--- src/design/qaom_pkg.sv ---
// ----------------------------------------------------------------------------
// qaom_pkg
// Shared widths, register indexes, control struct and clamp helpers for the
// four-channel attenuverter/offset mixer.
// ----------------------------------------------------------------------------
package qaom_pkg;

   localparam int SAMPLE_BITS    = 16;
   localparam int CH_COUNT       = 4;
   localparam int KNOB_BITS      = 13;
   localparam int KNOB_ONE       = 4096;
   localparam int GAIN_BITS      = KNOB_BITS + 2;
   localparam int OFFSET_MULT    = 19;
   localparam int OFFS_BITS      = GAIN_BITS + 5;
   localparam int OFFS_SHIFT     = 10;
   localparam int PROD_BITS      = SAMPLE_BITS + GAIN_BITS;
   localparam int ACC_BITS       = ((PROD_BITS > OFFS_BITS + OFFS_SHIFT) ?
                                    PROD_BITS : OFFS_BITS + OFFS_SHIFT) + 1;
   localparam int FRAC_BITS      = 12;
   localparam int ROUND_HALF     = 1 << (FRAC_BITS - 1);
   localparam int V_BITS         = ACC_BITS - FRAC_BITS;
   localparam int MIX_BITS       = V_BITS + 2;
   localparam int OUT_BITS       = 16;
   localparam int POS_BITS       = 15;
   localparam int POS_SUM_BITS   = POS_BITS + 2;
   localparam int NEG_SUM_BITS   = OUT_BITS + 2;
   localparam int VOLT_LIMIT     = 20480;
   localparam int CSR_INDEX_BITS = 3;

   typedef enum logic [CSR_INDEX_BITS-1:0] {
      CSR_SCALE_CH1,
      CSR_SHIFT_CH1,
      CSR_SCALE_CH2,
      CSR_SHIFT_CH2,
      CSR_SCALE_CH3,
      CSR_SHIFT_CH3,
      CSR_SCALE_CH4,
      CSR_SHIFT_CH4
   } csr_index_type;

   // per-stage load strobes for the channel datapath
   typedef struct packed {
      logic load_mult;
      logic load_sum;
   } stage_ctrl_type;

   // symmetric clamp to +-10 V
   function automatic logic signed [OUT_BITS-1:0] clamp_volt(
      input logic signed [MIX_BITS-1:0] x);
      logic signed [OUT_BITS-1:0] r;
      if (x > $signed(MIX_BITS'(VOLT_LIMIT)))
         r = OUT_BITS'(VOLT_LIMIT);
      else if (x < -$signed(MIX_BITS'(VOLT_LIMIT)))
         r = -$signed(OUT_BITS'(VOLT_LIMIT));
      else
         r = OUT_BITS'(x);
      return r;
   endfunction

   function automatic logic [POS_BITS-1:0] clamp_pos(
      input logic [POS_SUM_BITS-1:0] x);
      logic [POS_BITS-1:0] r;
      if (x > POS_SUM_BITS'(VOLT_LIMIT))
         r = POS_BITS'(VOLT_LIMIT);
      else
         r = POS_BITS'(x);
      return r;
   endfunction

   function automatic logic signed [OUT_BITS-1:0] clamp_neg(
      input logic signed [NEG_SUM_BITS-1:0] x);
      logic signed [OUT_BITS-1:0] r;
      if (x < -$signed(NEG_SUM_BITS'(VOLT_LIMIT)))
         r = -$signed(OUT_BITS'(VOLT_LIMIT));
      else
         r = OUT_BITS'(x);
      return r;
   endfunction

endpackage

--- src/design/qaom_channel.sv ---
// ----------------------------------------------------------------------------
// qaom_channel
// One channel datapath: gain multiply and offset in one stage, rounded sum
// in the next.
// ----------------------------------------------------------------------------
module qaom_channel import qaom_pkg::*; (
   input  logic                          clock,
   input  stage_ctrl_type                ctrl,
   input  logic signed [SAMPLE_BITS-1:0] sample,
   input  logic        [KNOB_BITS-1:0]   scale,
   input  logic        [KNOB_BITS-1:0]   shift,
   output logic signed [V_BITS-1:0]      value
);

   logic signed [GAIN_BITS-1:0] gain;
   logic signed [GAIN_BITS-1:0] offs_knob;
   logic signed [OFFS_BITS-1:0] offs_in;
   logic signed [OFFS_BITS-1:0] offs_ff;
   logic signed [PROD_BITS-1:0] prod_in;
   logic signed [PROD_BITS-1:0] prod_ff;
   logic signed [ACC_BITS-1:0]  acc;
   logic signed [V_BITS-1:0]    value_in;
   logic signed [V_BITS-1:0]    value_ff;

   // 2*k - 1.0 in Q12
   assign gain      = $signed({1'b0, scale, 1'b0}) - $signed(GAIN_BITS'(KNOB_ONE));
   assign offs_knob = $signed({1'b0, shift, 1'b0}) - $signed(GAIN_BITS'(KNOB_ONE));

   assign prod_in = sample * gain;
   assign offs_in = OFFS_BITS'(offs_knob) * $signed(OFFS_BITS'(OFFSET_MULT));

   // exact value in 1/4096 LSB, plus half for round-half-up, then floor
   assign acc = ACC_BITS'(prod_ff)
              + ACC_BITS'($signed({offs_ff, OFFS_SHIFT'(0)}))
              + $signed(ACC_BITS'(ROUND_HALF));
   assign value_in = acc[ACC_BITS-1:FRAC_BITS];

   always_ff @(posedge clock) begin
      if (ctrl.load_mult) begin
         prod_ff <= prod_in;
         offs_ff <= offs_in;
      end
      if (ctrl.load_sum) begin
         value_ff <= value_in;
      end
   end

   assign value = value_ff;

endmodule

--- src/design/quad_attenuverter_offset_mixer.sv ---
// ----------------------------------------------------------------------------
// quad_attenuverter_offset_mixer
// Four-channel attenuverter with offset, per-channel clamp and four mix sums.
// ----------------------------------------------------------------------------
// One frame per clock, sustained while rsp_ready is high. A transaction passes
// four register stages (normalling capture, gain multiply, rounded offset
// sum, clamp and mix); rsp_valid is driven from the valid bit of the last.
// The stages form a stall-able pipeline: each stage loads when it is empty
// or the stage after it moves, so a stalled output holds its transaction and
// bubbles are squeezed out. The user is to write the knob registers through
// the csr port only while the pipeline is empty; the block itself does not
// enforce it. Values are in Q12 (4096 = 1.0), gain is 2k-1 and the offset
// is (2k-1)*9.5 V. Samples and results are 2048 LSB per volt.
// Unpatched inputs 1 and 3 read 0, unpatched 2 follows 1 and 4 follows 3.
// ----------------------------------------------------------------------------
module quad_attenuverter_offset_mixer import qaom_pkg::*; (
   input  logic                           clock,
   input  logic                           reset,
   // input frames
   input  logic                           req_valid,
   output logic                           req_ready,
   input  logic signed [SAMPLE_BITS-1:0]  req_sample_ch1,
   input  logic signed [SAMPLE_BITS-1:0]  req_sample_ch2,
   input  logic signed [SAMPLE_BITS-1:0]  req_sample_ch3,
   input  logic signed [SAMPLE_BITS-1:0]  req_sample_ch4,
   input  logic        [CH_COUNT-1:0]     req_inputs_patched,
   input  logic        [CH_COUNT-1:0]     req_outputs_patched,
   // results
   output logic                           rsp_valid,
   input  logic                           rsp_ready,
   output logic signed [OUT_BITS-1:0]     rsp_out_ch1,
   output logic signed [OUT_BITS-1:0]     rsp_out_ch2,
   output logic signed [OUT_BITS-1:0]     rsp_out_ch3,
   output logic signed [OUT_BITS-1:0]     rsp_out_ch4,
   output logic        [POS_BITS-1:0]     rsp_positive_slice,
   output logic signed [OUT_BITS-1:0]     rsp_negative_slice,
   output logic signed [OUT_BITS-1:0]     rsp_mix_all,
   output logic signed [OUT_BITS-1:0]     rsp_mix_unpatched,
   // knob registers
   input  logic                           csr_we,
   input  logic        [CSR_INDEX_BITS-1:0] csr_index,
   input  logic        [KNOB_BITS-1:0]    csr_wdata
);

   // ---------------------------------------------------------------- knobs
   logic [KNOB_BITS-1:0] scale_ff [CH_COUNT];
   logic [KNOB_BITS-1:0] shift_ff [CH_COUNT];

   always_ff @(posedge clock) begin
      if (reset) begin
         for (int i = 0; i < CH_COUNT; i++) begin
            scale_ff[i] <= KNOB_BITS'(KNOB_ONE / 2);
            shift_ff[i] <= KNOB_BITS'(KNOB_ONE / 2);
         end
      end else if (csr_we) begin
         unique case (csr_index)
            CSR_SCALE_CH1: scale_ff[0] <= csr_wdata;
            CSR_SHIFT_CH1: shift_ff[0] <= csr_wdata;
            CSR_SCALE_CH2: scale_ff[1] <= csr_wdata;
            CSR_SHIFT_CH2: shift_ff[1] <= csr_wdata;
            CSR_SCALE_CH3: scale_ff[2] <= csr_wdata;
            CSR_SHIFT_CH3: shift_ff[2] <= csr_wdata;
            CSR_SCALE_CH4: scale_ff[3] <= csr_wdata;
            CSR_SHIFT_CH4: shift_ff[3] <= csr_wdata;
            default: ;
         endcase
      end
   end

   // ---------------------------------------------------- pipeline control
   // Stage 1: normalled samples, 2: product/offset, 3: channel value,
   // 4: output register.
   logic valid1_ff, valid2_ff, valid3_ff, valid4_ff;
   logic ready1, ready2, ready3, ready4;
   stage_ctrl_type ctrl;

   assign ready4 = !valid4_ff || rsp_ready;
   assign ready3 = !valid3_ff || ready4;
   assign ready2 = !valid2_ff || ready3;
   assign ready1 = !valid1_ff || ready2;

   assign req_ready      = ready1;
   assign ctrl.load_mult = ready2;
   assign ctrl.load_sum  = ready3;

   always_ff @(posedge clock) begin
      if (reset) begin
         valid1_ff <= 1'b0;
         valid2_ff <= 1'b0;
         valid3_ff <= 1'b0;
         valid4_ff <= 1'b0;
      end else begin
         if (ready1) valid1_ff <= req_valid;
         if (ready2) valid2_ff <= valid1_ff;
         if (ready3) valid3_ff <= valid2_ff;
         if (ready4) valid4_ff <= valid3_ff;
      end
   end

   // ------------------------------------------------- stage 1: normalling
   logic signed [SAMPLE_BITS-1:0] x_in [CH_COUNT];
   logic signed [SAMPLE_BITS-1:0] x_ff [CH_COUNT];
   logic [CH_COUNT-1:0] outp1_ff, outp2_ff, outp3_ff;

   always_comb begin
      x_in[0] = req_inputs_patched[0] ? req_sample_ch1 : '0;
      x_in[1] = req_inputs_patched[1] ? req_sample_ch2 : x_in[0];
      x_in[2] = req_inputs_patched[2] ? req_sample_ch3 : '0;
      x_in[3] = req_inputs_patched[3] ? req_sample_ch4 : x_in[2];
   end

   always_ff @(posedge clock) begin
      if (ready1) begin
         x_ff     <= x_in;
         outp1_ff <= req_outputs_patched;
      end
      // jack mask rides alongside the channel datapath
      if (ready2) outp2_ff <= outp1_ff;
      if (ready3) outp3_ff <= outp2_ff;
   end

   // --------------------------------------------- stages 2-3: per channel
   logic signed [V_BITS-1:0] chan_v [CH_COUNT];

   for (genvar ch = 0; ch < CH_COUNT; ch++) begin : g_chan
      qaom_channel u_chan (
         .clock  (clock),
         .ctrl   (ctrl),
         .sample (x_ff[ch]),
         .scale  (scale_ff[ch]),
         .shift  (shift_ff[ch]),
         .value  (chan_v[ch])
      );
   end

   // ------------------------------------------- stage 4: clamp and mixing
   logic signed [OUT_BITS-1:0]     out_in [CH_COUNT];
   logic        [POS_SUM_BITS-1:0] pos_sum;
   logic signed [NEG_SUM_BITS-1:0] neg_sum;
   logic signed [MIX_BITS-1:0]     mix_sum;
   logic signed [MIX_BITS-1:0]     mixu_sum;

   // slices use the per-channel clamp, mixes the raw channel values
   always_comb begin
      pos_sum  = '0;
      neg_sum  = '0;
      mix_sum  = '0;
      mixu_sum = '0;
      for (int i = 0; i < CH_COUNT; i++) begin
         out_in[i] = clamp_volt(MIX_BITS'(chan_v[i]));
         if (out_in[i] > 0)
            pos_sum = pos_sum + POS_SUM_BITS'(out_in[i][POS_BITS-1:0]);
         else
            neg_sum = neg_sum + NEG_SUM_BITS'(out_in[i]);
         mix_sum = mix_sum + MIX_BITS'(chan_v[i]);
         if (!outp3_ff[i])
            mixu_sum = mixu_sum + MIX_BITS'(chan_v[i]);
      end
   end

   logic signed [OUT_BITS-1:0] out_ff [CH_COUNT];
   logic        [POS_BITS-1:0] pos_ff;
   logic signed [OUT_BITS-1:0] neg_ff;
   logic signed [OUT_BITS-1:0] mix_ff;
   logic signed [OUT_BITS-1:0] mixu_ff;

   always_ff @(posedge clock) begin
      if (ready4) begin
         out_ff  <= out_in;
         pos_ff  <= clamp_pos(pos_sum);
         neg_ff  <= clamp_neg(neg_sum);
         mix_ff  <= clamp_volt(mix_sum);
         mixu_ff <= clamp_volt(mixu_sum);
      end
   end

   assign rsp_valid          = valid4_ff;
   assign rsp_out_ch1        = out_ff[0];
   assign rsp_out_ch2        = out_ff[1];
   assign rsp_out_ch3        = out_ff[2];
   assign rsp_out_ch4        = out_ff[3];
   assign rsp_positive_slice = pos_ff;
   assign rsp_negative_slice = neg_ff;
   assign rsp_mix_all        = mix_ff;
   assign rsp_mix_unpatched  = mixu_ff;

`ifndef SYNTHESIS
   // a free output side must open the whole pipe
   a_ready_chain: assert property (@(posedge clock) disable iff (reset)
      rsp_ready |-> req_ready)
      else $error("req_ready low while rsp_ready high");

   a_reset_empty: assert property (@(posedge clock)
      $past(reset) |-> !rsp_valid)
      else $error("result valid right after reset");

   a_out_range: assert property (@(posedge clock) disable iff (reset)
      rsp_valid |-> (rsp_out_ch1 <= $signed(OUT_BITS'(VOLT_LIMIT)))
                 && (rsp_out_ch1 >= -$signed(OUT_BITS'(VOLT_LIMIT)))
                 && (rsp_mix_all <= $signed(OUT_BITS'(VOLT_LIMIT)))
                 && (rsp_mix_all >= -$signed(OUT_BITS'(VOLT_LIMIT))))
      else $error("channel or mix result outside +-10 V");

   a_slice_sign: assert property (@(posedge clock) disable iff (reset)
      rsp_valid |-> (rsp_positive_slice <= POS_BITS'(VOLT_LIMIT))
                 && (rsp_negative_slice <= 0))
      else $error("slice result out of range");
`endif

endmodule
--- config.mk ---
export PLATFORM = sky130hd
export DESIGN_NAME = quad_attenuverter_offset_mixer
export DESIGN_NICKNAME = d
export VERILOG_FILES = /design/src/design/qaom_pkg.sv /design/src/design/qaom_channel.sv /design/src/design/quad_attenuverter_offset_mixer.sv
export SDC_FILE = /design/constraint.sdc
export NUM_CORES = 2
export LEC_CHECK = 0
export BUFFER_PORTS_ARGS = -buffer_cell sky130_fd_sc_hd__buf_2
export CAP_MARGIN = 5
export CELL_PAD_IN_SITES_DETAIL_PLACEMENT = 1
export CELL_PAD_IN_SITES_GLOBAL_PLACEMENT = 2
export CORE_MARGIN = 10
export CORE_UTILIZATION = 39
export CTS_CLUSTER_DIAMETER = 120
export DETAILED_ROUTE_END_ITERATION = 7
export GPL_TIMING_DRIVEN = 1
export PLACE_DENSITY_LB_ADDON = 0.2
export SLEW_MARGIN = 10
export SYNTH_ARGS = -nofsm -noshare
export SYNTH_HDL_FRONTEND = slang
export SYNTH_SLANG_ARGS = --single-unit
--- constraint.sdc ---
create_clock -name clock -period 7.39 [get_ports clock]
set_input_delay 0.739 -clock clock [delete_from_list [all_inputs] [get_ports clock]]
set_output_delay 0.739 -clock clock [all_outputs]
set_load 0.05 [all_outputs]
==> impl_metrics.tcl <==
set metrics [dict create \
    pin_count 222 \
    antenna_found_initial 19 \
    routed_wl_um 223900 \
    dpl_worst_slack_ns -0.2098 \
    synthFlopType "edfxtp_1" \
    clock-root-buffer "clkbuf_16" \
    synth_top_area_share_pct 26.74 \
    grt_pass1_vias 58060 \
    yosysSeqAreaShare_pct 22.68 \
    nFillCells 20460 \
    fmax_ghz 0.1391 \
    vias 52870 \
    clockBufferDepth 3 \
    finalClockSkew_ns 0.03616 \
    crit_type "reg -> reg" \
    synth.net_count 9110 \
    grt_max_degree 84 \
    synth_area_um2 72230 \
    cts_tree "done" \
    cap_viol_max_count 0 \
    clk_pin_slew_ns 0.07 \
    grt.overflow.total 0 \
    yosys.area.top_type "fa_1" \
    nets 9597 \
    async_flop_share_pct 0 \
    arrival_ns 7.61 \
    cts_buffers 71 \
    drt-initial-drc-count 2664 \
    ys_ff_latch 547 \
    slew_headroom_pct 17.30 \
    firstDrtPassIters 5 \
    startpoint_type "register" \
    synth_cells 7185 \
    numPlacedInstances 10030 \
    status "complete, no violations" \
    yosys-top-cells-area "fa_1 27%, edfxtp_1 23%, ha_1 15%, inv_1 6.1%, and2_1 4.5%" \
    hold_path.class "in -> reg" \
    die_y_um 450.4 \
    end_kind "register" \
    syn_area_per_cell_um2 10.05 \
    setup_viol 0 \
    cp_common_cell "buf_4" \
    wl_per_cell_um 21.96 \
    drtAntennaViolNets 0 \
    finalNonFillerCells 10200 \
    vias_per_cell 5.186 \
    core_um2 183700 \
    cts_max_level 3 \
    cp_slowest_stage_delay_ns 0.45 \
    hold_buffers 0 \
    fin_ws_ns 0.2003 \
    die_w_um 450.4 \
    drc 0 \
    ys_types 90 \
    fin_crit_sh_pct 97.29 \
    rows 157 \
    grtUsageTotal_pct 21.85 \
    slowest_stage "edfxtp_1" \
    synth-edff-count 543 \
    finalSetupTns_ns 0 \
    grt_pass1_wl_um 346700 \
    holdWs_ns 0.2239 \
    finalCriticalPeriod_ns 7.190 \
    rsz0062_at_grt "yes" \
    port_buffers 221 \
    clk_latency_ns 0.69 \
    required_ns 7.81 \
    area_delta_synth_final_pct 13.36 \
    start_util_pct 39.33 \
    dieArea_um2 202800 \
    ys.warnings.count 0 \
    hold_viol_final 0 \
    dp_hpwl_um 185900 \
    worstPathMaxFanout 7 \
    routabilityCongestion 0.8967 \
    timing.final.max_slew_violations 0 \
    clock-sinks 547 \
    drive_gt1_share_pct 12.53 \
    tightest_slew_ns 1.240 \
]
cells in the mapped netlist, types with 16 or more instances:
cell type,count
a31o_2,16
or3_1,32
clkbuf_1,186
mux2i_1,18
nor2_1,331
mux2_2,57
edfxtp_1,543
and2_1,525
a21o_1,97
fa_1,965
a21oi_1,279
nand4_1,28
o21bai_1,56
a211oi_1,46
nand2b_1,159
o211ai_1,20
o21a_1,67
a31oi_1,34
xor2_1,101
xnor2_1,232
ha_1,867
nand2_1,611
or2_2,22
nand3_1,60
o21ai_0,173
o31ai_1,24
nor3_1,98
nor2b_1,97
and3_1,26
nor4_1,22
inv_1,1167
sequential cells by signal (all words and copies together), names as in the netlist, 4 cells and up:
name,flops
g_chan.u_chan.offs_ff,76
g_chan.u_chan.prod_ff,80
g_chan.u_chan.value,80
outp1_ff,4
outp2_ff,4
outp3_ff,4
rsp_mix_all,16
rsp_mix_unpatched,16
rsp_negative_slice,16
rsp_out_ch1,16
rsp_out_ch2,16
rsp_out_ch3,16
rsp_out_ch4,16
rsp_positive_slice,15
scale_ff,52
shift_ff,52
x_ff,64
metal layers:
layer / global-route usage, % / vias to the layer above / routed length, um
met1: 29.26 / 27070 / 100900
met5: 0 / - / 0
met3: 2.452 / 268 / 9067
li1: - / 24570 / -
met2: 37.02 / 961 / 106600
met4: 6.664 / 0 / 7310
cells by family after synthesis:
logic type / count (synthesis) / share of synthesized area, %
XOR/XNOR: 333 / 4.038
buffers and inverters: 1371 / 7.137
multiplexers: 75 / 1.138
adder cells (fa/ha/maj): 1832 / 41.76
AO/OA/AOI/OAI: 959 / 8.654
flip-flops: 547 / 22.68
AND/OR/NAND/NOR: 2068 / 14.59
worst max-delay path, delay by kind of cell, from the launching register on:
kind | cells | cell delay [ns]
flip-flops | 1 | 0.45
AO/OA/AOI/OAI | 8 | 1.57
AND/OR/NAND/NOR | 11 | 2.16
adder cells (fa/ha/maj) | 4 | 1.23
XOR/XNOR | 2 | 0.23
multiplexers | 2 | 0.33
buffers and inverters | 6 | 0.96
placed cells by master (no fill, tap or decap), types with 97 or more instances in the layout:
master / netlist / final
a21o_1: 97 / 97
a21oi_1: 279 / 248
and2_1: 525 / 520
buf_2: 4 / 221
buf_4: 1 / 384
edfxtp_1: 543 / 543
fa_1: 965 / 963
ha_1: 867 / 849
inv_1: 1167 / 1165
nand2_1: 611 / 607
nand2b_1: 159 / 159
nor2_1: 331 / 327
o21ai_0: 173 / 150
xnor2_1: 232 / 227
xor2_1: 101 / 100
through the flow:
stage	instance area, um2	utilization (%)
floorplan	72230	-
global placement	78450	42.71
detailed placement	78450	42.71
CTS	80820	44.00
global route	81870	44.57
finish	81880	44.58
timing repair:
action / CTS / global route
pin swaps: 5 / 52
gates resized for setup: 17 / 172
gates cloned: 0 / 2
setup buffers: 4 / 28
endpoints found under the hold margin: 0 / 0
setup endpoints to repair: 32 / 52
worst paths after layout:
check	start	end	slack [ns]	cells past startpoint
worst max-delay path	g_chan[0].u_chan.value[0]$_DFFE_PP_	rsp_mix_unpatched[12]$_SDFFCE_PP1P_	0.20	33
worst min-delay path	req_outputs_patched[0]	outp1_ff[0]$_DFFE_PP_	0.22	1
worst max register to register	g_chan[0].u_chan.value[0]$_DFFE_PP_	rsp_mix_unpatched[12]$_SDFFCE_PP1P_	0.20	33
worst min register to register	outp2_ff[3]$_DFFE_PP_	outp3_ff[3]$_DFFE_PP_	0.40	0
area by class of cell:
cell class / count / area (um2) / share of cell area [%]
Sequential cell: 547 / 16390 / 20.01
Clock inverter: 40 / 382.9 / 0.4676
Multi-Input combinational cell: 5268 / 51540 / 62.95
Tap cell: 2464 / 3083 / 3.765
Clock buffer: 86 / 1897 / 2.317
Antenna cell: 6 / 15.01 / 0.01834
Timing Repair Buffer: 616 / 4183 / 5.108
Inverter: 1168 / 4394 / 5.367
Power is left out: the tool's default activity adds up to more than one toggle a clock period on the data nets, which glitch-free logic cannot reach.
